--- src/rtl/core/tlik_pkg.sv ---
// ============================================================================
// tlik_pkg: shared types, constants and helpers for the two-link IK unit
// Fixed-point formats, pipeline payload structs, CORDIC angle table and the
// pre-rotation / rounding helpers used by several modules.
// ============================================================================
package tlik_pkg;

    // Port field widths
    localparam int POS_W     = 16;
    localparam int LINK_W    = 15;
    localparam int SH_W      = 15;
    localparam int EL_W      = 16;
    localparam int CFG_IDX_W = 8;

    // Register indexes
    localparam logic [CFG_IDX_W-1:0] REG_LOWER_LINK = 8'd0;
    localparam logic [CFG_IDX_W-1:0] REG_UPPER_LINK = 8'd1;

    localparam logic [LINK_W-1:0] LOWER_LINK_RESET = 15'd5202;
    localparam logic [LINK_W-1:0] UPPER_LINK_RESET = 15'd6658;

    // Angle format
    localparam int ANGLE_FRAC_BITS = 13;
    localparam int ACC_FRAC        = 30;
    localparam int CORDIC_STAGES   = 16;
    localparam int STG_W           = 5;
    localparam int RND_SHIFT       = ACC_FRAC - ANGLE_FRAC_BITS;

    // Internal datapath widths
    localparam int SQ_W    = 32;   // squares of positions
    localparam int LEN_W   = 31;   // 2*L1*L2 and |num|
    localparam int NUM_W   = 34;   // num and a, signed
    localparam int RAD_W   = 62;   // radicand of the square root
    localparam int ROOT_W  = 31;
    localparam int SQ_STEPS = 31;  // one root bit per cell
    localparam int CW      = 52;   // CORDIC x/y
    localparam int ZW      = 34;   // CORDIC angle accumulator
    localparam int ANG_W   = ZW - RND_SHIFT;

    localparam logic signed [ZW-1:0] HALF_PI_ACC = 34'sd1686629713;
    localparam longint SHOULDER_MAX_ACC = 64'd2529944570;
    localparam logic signed [ANG_W-1:0] SHOULDER_LIMIT =
        ANG_W'((SHOULDER_MAX_ACC + (64'd1 << (RND_SHIFT - 1))) >> RND_SHIFT);

    typedef struct packed {
        logic signed [CW-1:0] x;
        logic signed [CW-1:0] y;
        logic signed [ZW-1:0] z;
    } cvec_t;

    typedef struct packed {
        logic                    ok;
        logic signed [POS_W-1:0] x;
        logic signed [POS_W-1:0] y;
        logic signed [NUM_W-1:0] num;
        logic signed [NUM_W-1:0] a;
    } side_t;

    typedef struct packed {
        logic [RAD_W-1:0] v;
        logic [RAD_W-1:0] r;
    } sqrt_t;

    typedef struct packed {
        logic  ok;
        cvec_t el;
        cvec_t sh0;
        cvec_t sh1;
    } cord_t;

    function automatic logic signed [ZW-1:0] atan_step(input logic [STG_W-1:0] i);
        logic [ZW-1:0] one;
        one = ZW'(1);
        case (i)
            5'd0:    return 34'sd843314857;
            5'd1:    return 34'sd497837829;
            5'd2:    return 34'sd263043837;
            5'd3:    return 34'sd133525159;
            5'd4:    return 34'sd67021687;
            5'd5:    return 34'sd33543516;
            5'd6:    return 34'sd16775851;
            5'd7:    return 34'sd8388437;
            5'd8:    return 34'sd4194283;
            5'd9:    return 34'sd2097149;
            5'd31:   return '0;
            default: return $signed(one << (5'd30 - i));
        endcase
    endfunction

    // Fold the left half plane into the right one by a quarter turn.
    function automatic cvec_t prerot(input logic signed [CW-1:0] y,
                                     input logic signed [CW-1:0] x);
        cvec_t v;
        v.x = x;
        v.y = y;
        v.z = '0;
        if (x < 0) begin
            if (y >= 0) begin
                v.x = y;
                v.y = -x;
                v.z = HALF_PI_ACC;
            end else begin
                v.x = -y;
                v.y = x;
                v.z = -HALF_PI_ACC;
            end
        end
        return v;
    endfunction

    function automatic logic signed [ANG_W-1:0] to_angle(input logic signed [ZW-1:0] z);
        logic signed [ZW-1:0] t;
        t = z + $signed(ZW'(1) << (RND_SHIFT - 1));
        return ANG_W'(t >>> RND_SHIFT);
    endfunction

endpackage

--- src/rtl/core/tlik_sqrt_cell.sv ---
// ============================================================================
// tlik_sqrt_cell: one bit of the integer square root
// Restoring step: try the current root bit, keep it if the remainder allows.
// ============================================================================
module tlik_sqrt_cell import tlik_pkg::*; (
    input  logic             clk,
    input  logic             rst_n,
    input  logic             adv,
    input  logic [RAD_W-1:0] bit_val,
    input  logic             in_valid,
    input  sqrt_t            in_sq,
    input  side_t            in_side,
    output logic             out_valid,
    output sqrt_t            out_sq,
    output side_t            out_side
);

    logic           valid_reg;
    sqrt_t          sq_reg, sq_next;
    side_t          side_reg;
    logic [RAD_W:0] trial;

    always_comb
    begin
        trial = {1'b0, in_sq.r} + {1'b0, bit_val};
        if ({1'b0, in_sq.v} >= trial)
        begin
            sq_next.v = in_sq.v - trial[RAD_W-1:0];
            sq_next.r = (in_sq.r >> 1) + bit_val;
        end
        else
        begin
            sq_next.v = in_sq.v;
            sq_next.r = in_sq.r >> 1;
        end
    end

    always_ff @(posedge clk or negedge rst_n)
    begin
        if (!rst_n)
            valid_reg <= 1'b0;
        else if (adv)
            valid_reg <= in_valid;
    end

    always_ff @(posedge clk)
    begin
        if (adv)
        begin
            sq_reg   <= sq_next;
            side_reg <= in_side;
        end
    end

    assign out_valid = valid_reg;
    assign out_sq    = sq_reg;
    assign out_side  = side_reg;

endmodule

--- config.mk ---
export PLATFORM = sky130hd
export DESIGN_NAME = tlik_sqrt_cell
export DESIGN_NICKNAME = d
export VERILOG_FILES = /design/src/rtl/core/tlik_pkg.sv /design/src/rtl/core/tlik_sqrt_cell.sv
export SDC_FILE = /design/constraint.sdc
export NUM_CORES = 1
export LEC_CHECK = 0
export ABC_AREA = 1
export ABC_CLOCK_PERIOD_IN_PS = 1100
export BUFFER_PORTS_ARGS = -buffer_cell sky130_fd_sc_hd__buf_2
export CAP_MARGIN = 20
export CORE_ASPECT_RATIO = 2
export CORE_MARGIN = 10
export CORE_UTILIZATION = 50
export CTS_CLUSTER_SIZE = 14
export DETAILED_ROUTE_END_ITERATION = 10
export PLACE_DENSITY = 0.75
export SLEW_MARGIN = 10
export SYNTH_ARGS = -nofsm -noshare
export SYNTH_HDL_FRONTEND = slang
export SYNTH_SLANG_ARGS = --single-unit
--- constraint.sdc ---
create_clock -name clk -period 1.1 [get_ports clk]
set_clock_uncertainty 0.05 [all_clocks]
set_input_delay 0.33 -clock clk [delete_from_list [all_inputs] [get_ports clk]]
set_output_delay 0.33 -clock clk [all_outputs]
set_load 0.01 [all_outputs]
==> reports/qor.yml, run 1 <==
clock_tree:
  numCtsBuffers: 23
  clk_path_buf_depth: 3
  cts.htree.levels: 1
  cts_sinks: 226
  cts-root-buf: "clkbuf_16"
yosys:
  yosys_warnings: 0
  synthTopCellsByArea: "edfxtp_1 (29%), nand2_1 (21%), ha_1 (10%), inv_1 (7.9%), nor2_1 (6.1%)"
  syn-num-nets: 4020
  ys_ff_latch: 226
  synth-async-reset-ratio_pct: 0.442
  avgSynthCellArea_um2: 6.48
  synth_cells: 3541
  synth_top_area_share_pct: 29.4
  synth.cell_area_um2: 22900
  ys_types: 38
  synth-seq-area-share_pct: 29.6
  synth_top_flop_cell: "edfxtp_1"
  synth_edf_count: 225
  yosysTopAreaCell: "edfxtp_1"
placement:
  dp_hpwl_um: 110000
  dpl_cell_area_um2: 33700
  portBuffers: 516
  routabilityCongestion: 1.14
floorplanning:
  start_util_pct: 50.2
  row_count: 111
  die_y_um: 323
  die_width_um: 171
  ios: 517
run_status:
  stop_stage: "global routing (5_1_grt)"
  status: "aborted with a tool error"
  first-error: "[ERROR GRT-0116] Global routing finished with congestion. Check the congestion regions in the DRC Viewer."
global_route:
  grt_usage_pct: 66.6
  grt_pass1_wl_um: 266000
  grt_max_degree: 73
  grt_pass1_vias: 39300
  grt-ovfl-total: 85
[synthesized netlist by cell type (5+ instances only)]
| master | n |
|---|---|
| nand2_1 | 1262 |
| inv_1 | 486 |
| nor2_1 | 375 |
| nand3_1 | 278 |
| a21oi_1 | 257 |
| edfxtp_1 | 225 |
| ha_1 | 185 |
| o21ai_0 | 133 |
| xor2_1 | 74 |
| nand4_1 | 54 |
| o21bai_1 | 40 |
| xnor2_1 | 27 |
| buf_2 | 23 |
| nor3_1 | 23 |
| a21o_1 | 15 |
| nor4_1 | 15 |
| nand3b_1 | 11 |
| buf_4 | 9 |
| buf_6 | 7 |
| a21boi_0 | 6 |
| and3_1 | 5 |
[layer usage]
| layer | GRT overflow | track usage (%) |
|---|---|---|
| met1 | 0 | 61.8 |
| met2 | 38 | 88.5 |
| met3 | 2 | 47.3 |
| met4 | 45 | 73.2 |
| met5 | 0 | 6.56 |
[repair_timing]
action	4_1_cts
pin swaps	44
hold buffers	103
gates cloned	3
endpoints found under the hold margin	103
setup buffers	21
gates resized for setup	249
setup endpoints to repair	350
[per-stage QoR]
| stage | hold slack (ns) | instances | setup TNS, ns | worst slack, ns |
|---|---|---|---|---|
| after floorplan | -0.0156 | 3541 | -316.85 | -2.60 |
| after global placement | 0.0549 | 5581 | -442.84 | -3.52 |
| after detailed placement | 0.0561 | 5581 | -450.46 | -3.59 |
| after CTS | 0.00252 | 5747 | -405.29 | -2.60 |
[cells by family after synthesis]
| group | after synthesis | share of synthesized area [%] |
|---|---|---|
| AO/OA/AOI/OAI | 460 | 10.8 |
| XOR/XNOR | 101 | 3.85 |
| adder cells (fa/ha/maj) | 188 | 10.3 |
| buffers and inverters | 526 | 9.11 |
| flip-flops | 226 | 29.6 |
| multiplexers | 1 | 0.0491 |
| AND/OR/NAND/NOR | 2039 | 36.3 |
==> run 2: changes to the inputs <==
--- a/config.mk
+++ b/config.mk
@@ -9,12 +9,10 @@
 export ABC_CLOCK_PERIOD_IN_PS = 1100
 export BUFFER_PORTS_ARGS = -buffer_cell sky130_fd_sc_hd__buf_2
 export CAP_MARGIN = 20
-export CORE_ASPECT_RATIO = 2
 export CORE_MARGIN = 10
-export CORE_UTILIZATION = 50
-export CTS_CLUSTER_SIZE = 14
+export CORE_UTILIZATION = 35
 export DETAILED_ROUTE_END_ITERATION = 10
-export PLACE_DENSITY = 0.75
+export PLACE_DENSITY_LB_ADDON = 0.15
 export SLEW_MARGIN = 10
 export SYNTH_ARGS = -nofsm -noshare
 export SYNTH_HDL_FRONTEND = slang
==> run 2 against run 1 <==
Effect of this change: the flow now finishes, with violations (negative setup slack); synthesized cell count is the same; synthesized area did not move.
==> reports/qor.yml, run 2 <==
worst_hold_path:
  min_path_cells: 3
  hold_path.class: "input port to flop"
routing:
  drc_errors: 0
  vias: 30700
  viasPerCell: 5.00
  firstDrtPassIters: 8
  avgRoutedWirePerCell_um: 20.2
  ant_nets: 0
  wl_um: 124000
  drt_iter0_drc: 1960
global_route:
  use_met2_pct: 51.2
  grt_max_degree: 56
  grt_pass1_wl_um: 172000
  antenna_found_initial: 3
  grt_usage_pct: 28.9
  globalRouteMet3Util_pct: 3.21
  grt-busiest-layer: "met2"
  grt_pass1_vias: 30200
  grt-ovfl-total: 0
  grt_use_met1_pct: 33.8
critical_path:
  critical_path_arrival_ns: 4.16
  worstSetupStartpointType: "input port"
  critical_path_required_ns: 1.52
  slowest_delay_ns: 0.29
  crit_path_max_fanout: 7
  crit_path_end_kind: "flop"
  crit_path_top_delay_cell: "ha_4"
  critPathMostFrequentCell: "nand2_2"
  worst_r2r_path_depth: 1
  critPathKind: "input port to flop"
pwr:
  vdd_drop_max_uv: 1410
  powerDensity_nw_per_um2: 1290
  fin_total_pwr_mw: 52.8
  p_leak_nw: 20.9
yosys:
  ys_types: 38  # unchanged
  syn-num-nets: 4020  # unchanged
  yosysTopAreaCell: "edfxtp_1"  # unchanged
  yosys_warnings: 0  # unchanged
  ys_ff_latch: 226  # unchanged
  synth.cell_area_um2: 22900  # unchanged
  synth-seq-area-share_pct: 29.6  # unchanged
  netlist_top_cells_count: "nand2_1 (1262), inv_1 (486), nor2_1 (375), nand3_1 (278), a21oi_1 (257)"  # unchanged
  synth-async-reset-ratio_pct: 0.442  # unchanged
  synth_cells: 3541  # unchanged
  yosysMostFrequentCell: "nand2_1"  # unchanged
  synthTopCellsByArea: "edfxtp_1 (29%), nand2_1 (21%), ha_1 (10%), inv_1 (7.9%), nor2_1 (6.1%)"  # unchanged
  synth_top_area_share_pct: 29.4  # unchanged
  synth_top_flop_cell: "edfxtp_1"  # unchanged
  synth_edf_count: 225  # unchanged
  avgSynthCellArea_um2: 6.48  # unchanged
timing:
  slew_headroom_pct: 70.2
  finalHoldViolCount: 0
  whs_ns: 0.0264
  setup_slack_ns: -2.64
  post-route-period-util_pct: 340
  worst_pin_slew_ns: 0.442
  rsz0062_at_grt: "yes"
  period_minus_slack_ns: 3.74
  setup_viol: 350
  timing.fmax_mhz: 267
  slew_violations: 0
floorplanning:
  die_width_um: 276  # was 171 um
  die-area_um2: 76200
  die_y_um: 276  # was 323 um
  ios: 517  # unchanged
  row_count: 93  # was 111
  coreArea_um2: 64700
  start_util_pct: 35.5  # was 50.2%
clock_tree:
  clk_path_buf_depth: 3  # unchanged
  cts_sinks: 226  # unchanged
  clock_latency_ns: 0.62
  cts.clk_slew.worst_paths_ns: 0.06
  numCtsBuffers: 28  # was 23
  cts_tree: "done"
  cts-root-buf: "clkbuf_16"  # unchanged
  cts.htree.levels: 1  # unchanged
run_status:
  status: "complete, but fails checks"  # was aborted with a tool error
  violations: "negative setup slack"
placement:
  portBuffers: 516  # unchanged
  dp_hpwl_um: 95400  # was 110000 um
  place_ws_ns: -3.56  # was -3.59 ns
  routabilityCongestion: 1.01  # was 1.14
final_layout:
  largest_reg_flops: 124
  fin_nets: 5734
  drive_gt1_share_pct: 44.2
  final_cell_mix: "buf_4 (1026), nand2_1 (987), buf_2 (502)"
  layout_commonest_cell: "buf_4"
  area_delta_synth_final_pct: 78.9
flow_run:
  cap_violations: 0
-- run 2: cell counts after synthesis --
No cell type changed its count.
-- run 2: area by class of cell --
type | instances | area (um^2)
Multi-Input combinational cell | 2789 | 17600
Sequential cell | 226 | 6780
Antenna cell | 3 | 7.51
Clock buffer | 37 | 744
Clock inverter | 15 | 208
Fill cell | 5919 | 23600
Tap cell | 855 | 1070
Timing Repair Buffer | 1723 | 12800
Inverter | 487 | 1830
-- run 2: worst paths after layout --
check | from | to | slack [ns]
hold reg to reg | out_valid$_DFFE_PN0P_ | out_valid$_DFFE_PN0P_ | 0.50
setup reg to reg | out_valid$_DFFE_PN0P_ | out_valid$_DFFE_PN0P_ | 0.28
hold / removal | in_sq[120] | out_sq[120]$_DFFE_PP_ | 0.03
setup / recovery | bit_val[12] | out_sq[80]$_DFFE_PP_ | -2.64
min in group asynchronous | rst_n | out_valid$_DFFE_PN0P_ | 0.52
max in group asynchronous | rst_n | out_valid$_DFFE_PN0P_ | 0.37
-- run 2: through the flow --
| stage | TNS, ns | cell area (um^2) | util, % | instances |
|---|---|---|---|---|
| final | -408.11 | 41100 | 63.5 | 6135 |
| after global routing | -432.37 | 41100 | 63.5 | 6135 |
| after CTS | -403.10 | 38400 | 59.4 | 6080 |
| after detailed placement | -453.96 | 34100 | 52.6 | 5866 |
| after global placement | -452.75 | 34100 | 52.6 | 5866 |
| after floorplan | -316.85 | 23000 | - | 3541 |
-- run 2: cells by family (layout without fill, tap and decap cells) --
kind of cell / after synthesis / in the layout / share of synthesized area, %
XOR/XNOR: 101 / 101 / 3.85
other: 0 / 3 / 0
AO/OA/AOI/OAI: 460 / 460 / 10.8
adder cells (fa/ha/maj): 188 / 188 / 10.3
flip-flops: 226 / 226 / 29.6
AND/OR/NAND/NOR: 2039 / 2039 / 36.3
buffers and inverters: 526 / 2262 / 9.11
multiplexers: 1 / 1 / 0.0491
-- run 2: worst max-delay path, delay by kind of cell --
kind | cells | cell delay (ns)
AND/OR/NAND/NOR | 17 | 1.72
XOR/XNOR | 1 | 0.08
buffers and inverters | 9 | 1.23
AO/OA/AOI/OAI | 1 | 0.18
adder cells (fa/ha/maj) | 2 | 0.55
-- run 2: metal layers --
metal | vias up | wire length (um)
li1 | 15000 | -
met4 | 0 | 8190
met3 | 333 | 7330
met2 | 1147 | 59800
met5 | - | 0
met1 | 14200 | 48400
-- run 2: repair_timing --
action | 4_1_cts | 5_1_grt
setup buffers | 40 | 42
hold endpoints to repair | 111 | 0
hold buffers | 112 | 0
cloned | 10 | 15
pin swaps | 52 | 155
endpoints found under the setup margin | 350 | 350
gates resized for setup | 363 | 550
-- run 2: where the power goes --
group | internal [mW] | switching, mW
registers | 11.0 | 0.336
logic | 14.5 | 17.2
clock network | 5.72 | 4.13
Power figures use the tool's default switching activity.
