==> config.mk <==
export PLATFORM = sky130hd
export DESIGN_NAME = tlik_cordic_cell
export DESIGN_NICKNAME = d
export VERILOG_FILES = /design/src/rtl/core/tlik_pkg.sv /design/src/rtl/core/tlik_cordic_cell.sv
export SDC_FILE = /design/constraint.sdc
export NUM_CORES = 2
export LEC_CHECK = 0
export BUFFER_PORTS_ARGS = -buffer_cell sky130_fd_sc_hd__buf_2
export CAP_MARGIN = 20
export CORE_MARGIN = 2
export CORE_UTILIZATION = 35
export CTS_CLUSTER_SIZE = 30
export DETAILED_ROUTE_END_ITERATION = 8
export SLEW_MARGIN = 10
export SYNTH_ARGS = -nofsm -noshare
export SYNTH_HDL_FRONTEND = slang
export SYNTH_SLANG_ARGS = --single-unit
==> constraint.sdc <==
create_clock -name clk -period 0.95 [get_ports clk]
set_input_delay 0.19 -clock clk [delete_from_list [all_inputs] [get_ports clk]]
set_output_delay 0.19 -clock clk [all_outputs]
set_load 0.01 [all_outputs]
==> src/rtl/core/tlik_pkg.sv <==
// ============================================================================
// tlik_pkg: shared types, constants and helpers for the two-link IK unit
// Fixed-point formats, pipeline payload structs, CORDIC angle table and the
// pre-rotation / rounding helpers used by several modules.
// ============================================================================
package tlik_pkg;

    // Port field widths
    localparam int POS_W     = 16;
    localparam int LINK_W    = 15;
    localparam int SH_W      = 15;
    localparam int EL_W      = 16;
    localparam int CFG_IDX_W = 8;

    // Register indexes
    localparam logic [CFG_IDX_W-1:0] REG_LOWER_LINK = 8'd0;
    localparam logic [CFG_IDX_W-1:0] REG_UPPER_LINK = 8'd1;

    localparam logic [LINK_W-1:0] LOWER_LINK_RESET = 15'd5202;
    localparam logic [LINK_W-1:0] UPPER_LINK_RESET = 15'd6658;

    // Angle format
    localparam int ANGLE_FRAC_BITS = 13;
    localparam int ACC_FRAC        = 30;
    localparam int CORDIC_STAGES   = 16;
    localparam int STG_W           = 5;
    localparam int RND_SHIFT       = ACC_FRAC - ANGLE_FRAC_BITS;

    // Internal datapath widths
    localparam int SQ_W    = 32;   // squares of positions
    localparam int LEN_W   = 31;   // 2*L1*L2 and |num|
    localparam int NUM_W   = 34;   // num and a, signed
    localparam int RAD_W   = 62;   // radicand of the square root
    localparam int ROOT_W  = 31;
    localparam int SQ_STEPS = 31;  // one root bit per cell
    localparam int CW      = 52;   // CORDIC x/y
    localparam int ZW      = 34;   // CORDIC angle accumulator
    localparam int ANG_W   = ZW - RND_SHIFT;

    localparam logic signed [ZW-1:0] HALF_PI_ACC = 34'sd1686629713;
    localparam longint SHOULDER_MAX_ACC = 64'd2529944570;
    localparam logic signed [ANG_W-1:0] SHOULDER_LIMIT =
        ANG_W'((SHOULDER_MAX_ACC + (64'd1 << (RND_SHIFT - 1))) >> RND_SHIFT);

    typedef struct packed {
        logic signed [CW-1:0] x;
        logic signed [CW-1:0] y;
        logic signed [ZW-1:0] z;
    } cvec_t;

    typedef struct packed {
        logic                    ok;
        logic signed [POS_W-1:0] x;
        logic signed [POS_W-1:0] y;
        logic signed [NUM_W-1:0] num;
        logic signed [NUM_W-1:0] a;
    } side_t;

    typedef struct packed {
        logic [RAD_W-1:0] v;
        logic [RAD_W-1:0] r;
    } sqrt_t;

    typedef struct packed {
        logic  ok;
        cvec_t el;
        cvec_t sh0;
        cvec_t sh1;
    } cord_t;

    function automatic logic signed [ZW-1:0] atan_step(input logic [STG_W-1:0] i);
        logic [ZW-1:0] one;
        one = ZW'(1);
        case (i)
            5'd0:    return 34'sd843314857;
            5'd1:    return 34'sd497837829;
            5'd2:    return 34'sd263043837;
            5'd3:    return 34'sd133525159;
            5'd4:    return 34'sd67021687;
            5'd5:    return 34'sd33543516;
            5'd6:    return 34'sd16775851;
            5'd7:    return 34'sd8388437;
            5'd8:    return 34'sd4194283;
            5'd9:    return 34'sd2097149;
            5'd31:   return '0;
            default: return $signed(one << (5'd30 - i));
        endcase
    endfunction

    // Fold the left half plane into the right one by a quarter turn.
    function automatic cvec_t prerot(input logic signed [CW-1:0] y,
                                     input logic signed [CW-1:0] x);
        cvec_t v;
        v.x = x;
        v.y = y;
        v.z = '0;
        if (x < 0) begin
            if (y >= 0) begin
                v.x = y;
                v.y = -x;
                v.z = HALF_PI_ACC;
            end else begin
                v.x = -y;
                v.y = x;
                v.z = -HALF_PI_ACC;
            end
        end
        return v;
    endfunction

    function automatic logic signed [ANG_W-1:0] to_angle(input logic signed [ZW-1:0] z);
        logic signed [ZW-1:0] t;
        t = z + $signed(ZW'(1) << (RND_SHIFT - 1));
        return ANG_W'(t >>> RND_SHIFT);
    endfunction

endpackage

==> src/rtl/core/tlik_cordic_cell.sv <==
// ============================================================================
// tlik_cordic_cell: one vectoring CORDIC iteration on three lanes
// Elbow, shoulder positive-sine and shoulder negative-sine vectors.
// ============================================================================
module tlik_cordic_cell import tlik_pkg::*; (
    input  logic             clk,
    input  logic             rst_n,
    input  logic             adv,
    input  logic [STG_W-1:0] stage,
    input  logic             in_valid,
    input  cord_t            in_cord,
    output logic             out_valid,
    output cord_t            out_cord
);

    logic  valid_reg;
    cord_t cord_reg, cord_next;

    function automatic cvec_t rotate(input cvec_t v, input logic [STG_W-1:0] i);
        cvec_t                o;
        logic signed [CW-1:0] dx, dy;
        dx = v.y >>> i;
        dy = v.x >>> i;
        if (v.y >= 0)
        begin
            o.x = v.x + dx;
            o.y = v.y - dy;
            o.z = v.z + atan_step(i);
        end
        else
        begin
            o.x = v.x - dx;
            o.y = v.y + dy;
            o.z = v.z - atan_step(i);
        end
        return o;
    endfunction

    always_comb
    begin
        cord_next.ok  = in_cord.ok;
        cord_next.el  = rotate(in_cord.el, stage);
        cord_next.sh0 = rotate(in_cord.sh0, stage);
        cord_next.sh1 = rotate(in_cord.sh1, stage);
    end

    always_ff @(posedge clk or negedge rst_n)
    begin
        if (!rst_n)
            valid_reg <= 1'b0;
        else if (adv)
            valid_reg <= in_valid;
    end

    always_ff @(posedge clk)
    begin
        if (adv)
            cord_reg <= cord_next;
    end

    assign out_valid = valid_reg;
    assign out_cord  = cord_reg;

endmodule

After elaboration in Yosys (flattened, before gate mapping)
Cells that the tools add are included.
{"block": "totals", "regBits": 416, "latchBits": 0, "mem_bits_rw": 0, "romBits": 0, "inputBits": 424, "out_inout_bits": 416, "elab_cells": 61, "n_memories": 0}
{"block": "op_classes", "n_addsub": 19, "multipliers": 0, "div_mod_pow": 0, "order_cmp": 3, "eq_ne": 10, "shifts": 7, "mux": 10, "bitwise": 0, "reduce_logical": 1}
{"op": "$mux W138", "count": 3}
{"op": "$pmux W34 S11", "count": 1}
{"op": "$add A52 B52 Y52", "count": 6}
{"op": "$sshr A52 B5 Y52", "count": 6}
{"op": "$sub A52 B52 Y52", "count": 6}
{"op": "$mux W34", "count": 6}
{"op": "$ge A52 B1 Y1 const B", "count": 3}
{"op": "$add A34 B34 Y34", "count": 3}
{"op": "$sub A34 B34 Y34", "count": 3}
{"op": "$shl A1 B5 Y34 const A", "count": 1}
{"op": "$eq A5 B3 Y1 const B", "count": 4}
{"op": "$eq A5 B2 Y1 const B", "count": 2}
{"op": "$eq A5 B4 Y1 const B", "count": 2}
{"op": "$eq A5 B1 Y1 const B", "count": 1}
{"op": "$eq A5 B5 Y1 const B", "count": 1}
{"op": "$logic_not A5 Y1", "count": 1}
{"op": "$sub A5 B5 Y5 const A", "count": 1}

Depth between registers and ports, before layout
{"block": "depth", "ltp_word": 6, "mapped_depth": 37, "mapped_depth_nobuf": 26}

Least setup slack after synthesis
Ideal clock, no wire load.
{"block": "synth_path", "kind": "input-to-reg", "from": "input stage[4]", "to": "register cord_reg, in the netlist out_cord[308] (data pin)", "setup_ps": 258, "t_arrival_ps": 7470, "required_ps": 692, "path_slack_ps": -6777, "stages": 35, "n_path_buf": 15, "path_cell_list": "clkbuf_1 -> buf_1 -> buf_1 -> buf_1 -> buf_6 -> buf_6 -> buf_2 -> buf_1 -> buf_1 -> buf_6 -> buf_2 -> buf_1 -> buf_1 -> clkbuf_4 -> o22ai_1 -> inv_1 -> ha_1 -> clkbuf_1 -> o21ai_0 -> nand2_1 -> a21oi_1 -> a211oi_1 -> mux2i_1 -> ha_1 -> a2111oi_0 -> o21ai_0 -> nand4_1 -> a31oi_1 -> a221o_1 -> nand2_1 -> o21ai_0 -> o41ai_1 -> o21ai_0 -> a21oi_1 -> xnor2_1"}
{"element": "start, declared", "line": "tlik_cordic_cell.sv:9", "rtl": "input logic [STG_W-1:0] stage,"}
{"element": "end signal, assigned", "line": "tlik_cordic_cell.sv:58", "rtl": "cord_reg <= cord_next;"}
{"element": "end, declared", "line": "tlik_cordic_cell.sv:17", "rtl": "cord_t cord_reg, cord_next;"}

==> impl_metrics.py <==
metrics = {
    "status": {
        "status": "complete, but fails checks",
        "violations": "negative hold slack, negative setup slack",
    },
    "worst_setup_path": {
        "critPathLaunch": "stage[0]",
        "critPathSlowestCell": "or4_4",
        "crit_chain": "buf_16 > buf_12 > mux4_2 > mux4_2 > a221oi_4 > nand4_1 > or4_4 > buf_6 > or4_4 > or3_4 > or2_4 > nand2b_4 > mux2_4 > o21ai_4 > ha_4 > buf_4 > and3_4 > and2_4 > a2111oi_4 > o31a_1 > o21a_1 > o21ai_2 > xor2_1",
        "start_kind": "input pin",
        "reg2reg_depth": 1,
        "crit_path_max_fanout": 6,
        "crit_required_ps": 1400,
        "rr_startpoint": "out_valid",
        "critPathArrivalTime_ps": 6290,
        "endpoint_kind": "register",
        "slowest_delay_ps": 610,
        "timing_worst_setup_path_type": "in -> reg",
    },
    "drt": {
        "first_pass_iters": 9,
        "dr.first_iter.drc_count": 7054,
        "wire_per_inst_um": 28.2,
        "wl_mm": 387,
        "viasPerCell": 5.86,
        "drc": 0,
        "drtAntennaViolNets": 0,
        "num_vias": 80400,
    },
    "sta": {
        "skew_ps": 0,
        "final_hold_viol_count": 8,
        "timing.final.ws_setup_ps": -4890,
        "slew_viol_final": 0,
        "worst_slew_pin_slew_ps": 1150,
        "holdWs_ps": -214,
        "fin_crit_ps": 5840,
        "maxSlewHeadroom_pct": 23.2,
        "rsz0062_at_grt": "yes",
        "setup_viol": 1224,
        "finalCritPeriodShare_pct": 615,
        "max_freq_mhz": 171,
    },
    "clock_tree": {
        "cts_tree": "done",
        "cts.sinks": 416,
        "clk_path_buf_depth": 3,
        "worstSkewPairLatency_ps": 670,
        "cts_max_level": 2,
        "hold_buffers": 10,
        "cts_root_buf": "clkbuf_16",
        "cts_buffers": 50,
        "path_clk_slew_ps": 60,
    },
    "die": {
        "initial_core_util_pct": 35.3,
        "die_area_um2": 186000,
        "num_io_pins": 840,
        "core-area_um2": 181000,
        "die_w_um": 432,
        "die_h_um": 432,
        "fp-row-count": 156,
    },
    "grt": {
        "grtUsageMet2_pct": 67.6,
        "grtUsageMet1_pct": 43.6,
        "gr-total-overflow": 0,
        "grt_pass1_vias": 81200,
        "grt_pass1_wl_mm": 546,
        "met3_usage_pct": 6.21,
        "busiest_layer": "met2",
        "antenna_found_initial": 82,
        "grt_usage_pct": 39.7,
        "grt_max_degree": 131,
    },
    "layout": {
        "n_fill_cell": 16400,
        "fin_cells": 13700,
        "fin_nets": 12100,
        "drive_gt1_share_pct": 52.0,
        "final_cell_mix": "buf_4 (3,268), buf_2 (829), nand2_1 (636)",
        "mostFrequentLayoutCell": "buf_4",
        "areaGrowthSynthToFinish_pct": 64.3,
    },
    "synthesis": {
        "synth_xor_area_share_pct": 9.05,
        "synth_top_family_by_area": "compound AO/OA/AOI/OAI gates",
        "synth-compound-area-share_pct": 23.8,
        "synth_area_um2": 64000,
        "synthSimpleGateAreaFrac_pct": 15.4,
        "synth_nets": 8093,
        "ys_warn_count": 0,
        "synthFlopType": "edfxtp_1",
        "yosysSeqAreaShare_pct": 19.5,
        "syn_avg_cell_area_um2": 8.83,
        "synth_fa_ha_area_share_pct": 8.34,
        "synth.area.mux_share_pct": 19.3,
        "syn_inst": 7248,
        "synth-edff-count": 415,
        "ys_ff_latch": 416,
        "synth.distinct_cells": 118,
        "async_flop_share_pct": 0.240,
    },
    "placement": {
        "place.gp.congestion": 1.04,
        "dp.cells": 13200,
        "dpl.hpwl_mm": 313,
        "port_buffers": 839,
    },
    "power_and_ir_drop": {
        "p_leak_uw": 0.0476,
        "power_density_nw_per_um2": 1480,
        "vdd_ir_drop_max_v": 0.00181,
        "fin_total_pwr_uw": 156000,
    },
    "worst_hold_path": {
        "hp-class": "in -> reg",
        "whs_path_depth": 2,
        "min_from": "in_cord[276]",
    },
    "job": {
        "cap_viol_max_count": 0,
    },
}
[synthesized netlist by cell type, types with 23 or more instances]
| cell type | n | share of area, % |
|---|---|---|
| a22oi_1 | 41 | 0.48 |
| inv_1 | 136 | 0.80 |
| a21oi_1 | 530 | 4.1 |
| a22o_1 | 36 | 0.49 |
| and3_1 | 59 | 0.58 |
| or3_1 | 53 | 0.52 |
| nand3_1 | 154 | 1.2 |
| and2_1 | 33 | 0.32 |
| or2_2 | 37 | 0.36 |
| nand2b_1 | 92 | 0.90 |
| nor2_1 | 497 | 2.9 |
| edfxtp_1 | 415 | 19 |
| buf_1 | 75 | 0.44 |
| xnor2_1 | 439 | 6.0 |
| xor2_1 | 222 | 3.0 |
| mux4_2 | 320 | 11 |
| nor3_1 | 162 | 1.3 |
| a211oi_1 | 75 | 0.88 |
| o21a_1 | 96 | 1.1 |
| mux2i_1 | 250 | 3.9 |
| mux2_2 | 189 | 3.3 |
| o21bai_1 | 62 | 0.73 |
| nor2b_1 | 60 | 0.59 |
| buf_2 | 70 | 0.55 |
| o211ai_1 | 61 | 0.72 |
| o221ai_1 | 39 | 0.53 |
| nand2_1 | 698 | 4.1 |
| o22ai_1 | 59 | 0.58 |
| o31ai_1 | 81 | 0.95 |
| nand4_1 | 62 | 0.61 |
| buf_6 | 46 | 0.81 |
| o21ai_0 | 547 | 4.3 |
| a21o_1 | 237 | 2.8 |
| a31o_2 | 23 | 0.31 |
| a31oi_1 | 77 | 0.75 |
| nor4_1 | 52 | 0.51 |
| a221o_1 | 40 | 0.63 |
| clkbuf_1 | 221 | 1.3 |
| ha_1 | 412 | 8.1 |
| a221oi_1 | 64 | 0.88 |
[cell families after synthesis]
family                   after synthesis
adder cells (fa/ha/maj)              421
XOR/XNOR                             661
multiplexers                         780
AO/OA/AOI/OAI                       2313
buffers and inverters                587
AND/OR/NAND/NOR                     2070
flip-flops                           416
[metrics by stage]
stage               instance area (µm²)   TNS, ps  utilization [%]  worst slack (ps)  hold slack (ps)
floorplan                         66200  -1624970                -             -5260             -106
global placement                  95200  -2004390             52.5             -5980            -35.6
detailed placement                95200  -2020300             52.5             -5990            -34.1
CTS                              103000  -1800600             56.7             -4750             -236
global route                     105000  -1928430             58.0             -5010             -197
finish                           105000  -1854890             58.0             -4890             -214
[state kept, by name (all words and copies together), names as in the netlist]
| name | cells |
|---|---|
| out_valid | 1 |
| out_cord | 415 |
[layout make-up]
| cell class | count | area (µm²) | share of cell area, % |
|---|---|---|---|
| well taps | 2370 | 2970 | 2.82 |
| repair buffers | 4379 | 33200 | 31.6 |
| clock inverters | 39 | 395 | 0.376 |
| flip-flops and latches | 416 | 12500 | 11.9 |
| multi-input cells | 6245 | 54000 | 51.4 |
| clock buffers | 55 | 1290 | 1.23 |
| inverters | 142 | 571 | 0.543 |
| diodes | 66 | 165 | 0.157 |
[metal layers]
layer | vias up | part of all wire [%]
li1 | 36100 | -
met1 | 39200 | 36
met2 | 3841 | 48
met3 | 1305 | 6.4
met4 | 24 | 9.9
met5 | - | 0.053
[critical path, delay by kind of cell]
family | cells | cell delay [ps]
multiplexers | 3 | 1430
XOR/XNOR | 1 | 140
adder cells (fa/ha/maj) | 1 | 220
AO/OA/AOI/OAI | 6 | 1300
AND/OR/NAND/NOR | 8 | 2460
buffers and inverters | 4 | 530
[where the power goes]
part	internal (µW)	total (µW)	switching (µW)
combinational	51700	107000	55000
sequential	27600	29200	1560
clock	11700	20200	8470
total	91000	156000	65000
[worst paths after layout]
| kind | to | slack [ps] |
|---|---|---|
| min in group asynchronous | out_valid | 340 |
| min | out_cord[276] | -210 |
| min reg2reg | out_valid | 520 |
| max | out_cord[274] | -4890 |
| max reg2reg | out_valid | 200 |
| max in group asynchronous | out_valid | 510 |
[repair_timing]
action / in CTS / in global routing
gates resized for setup: 684 / 336
endpoints found under the setup margin: 830 / 1224
pin swaps: 394 / 321
setup buffers: 256 / 107
cloned: 22 / 2
endpoints found under the hold margin: 36 / 8
Power figures use the tool's default switching activity.
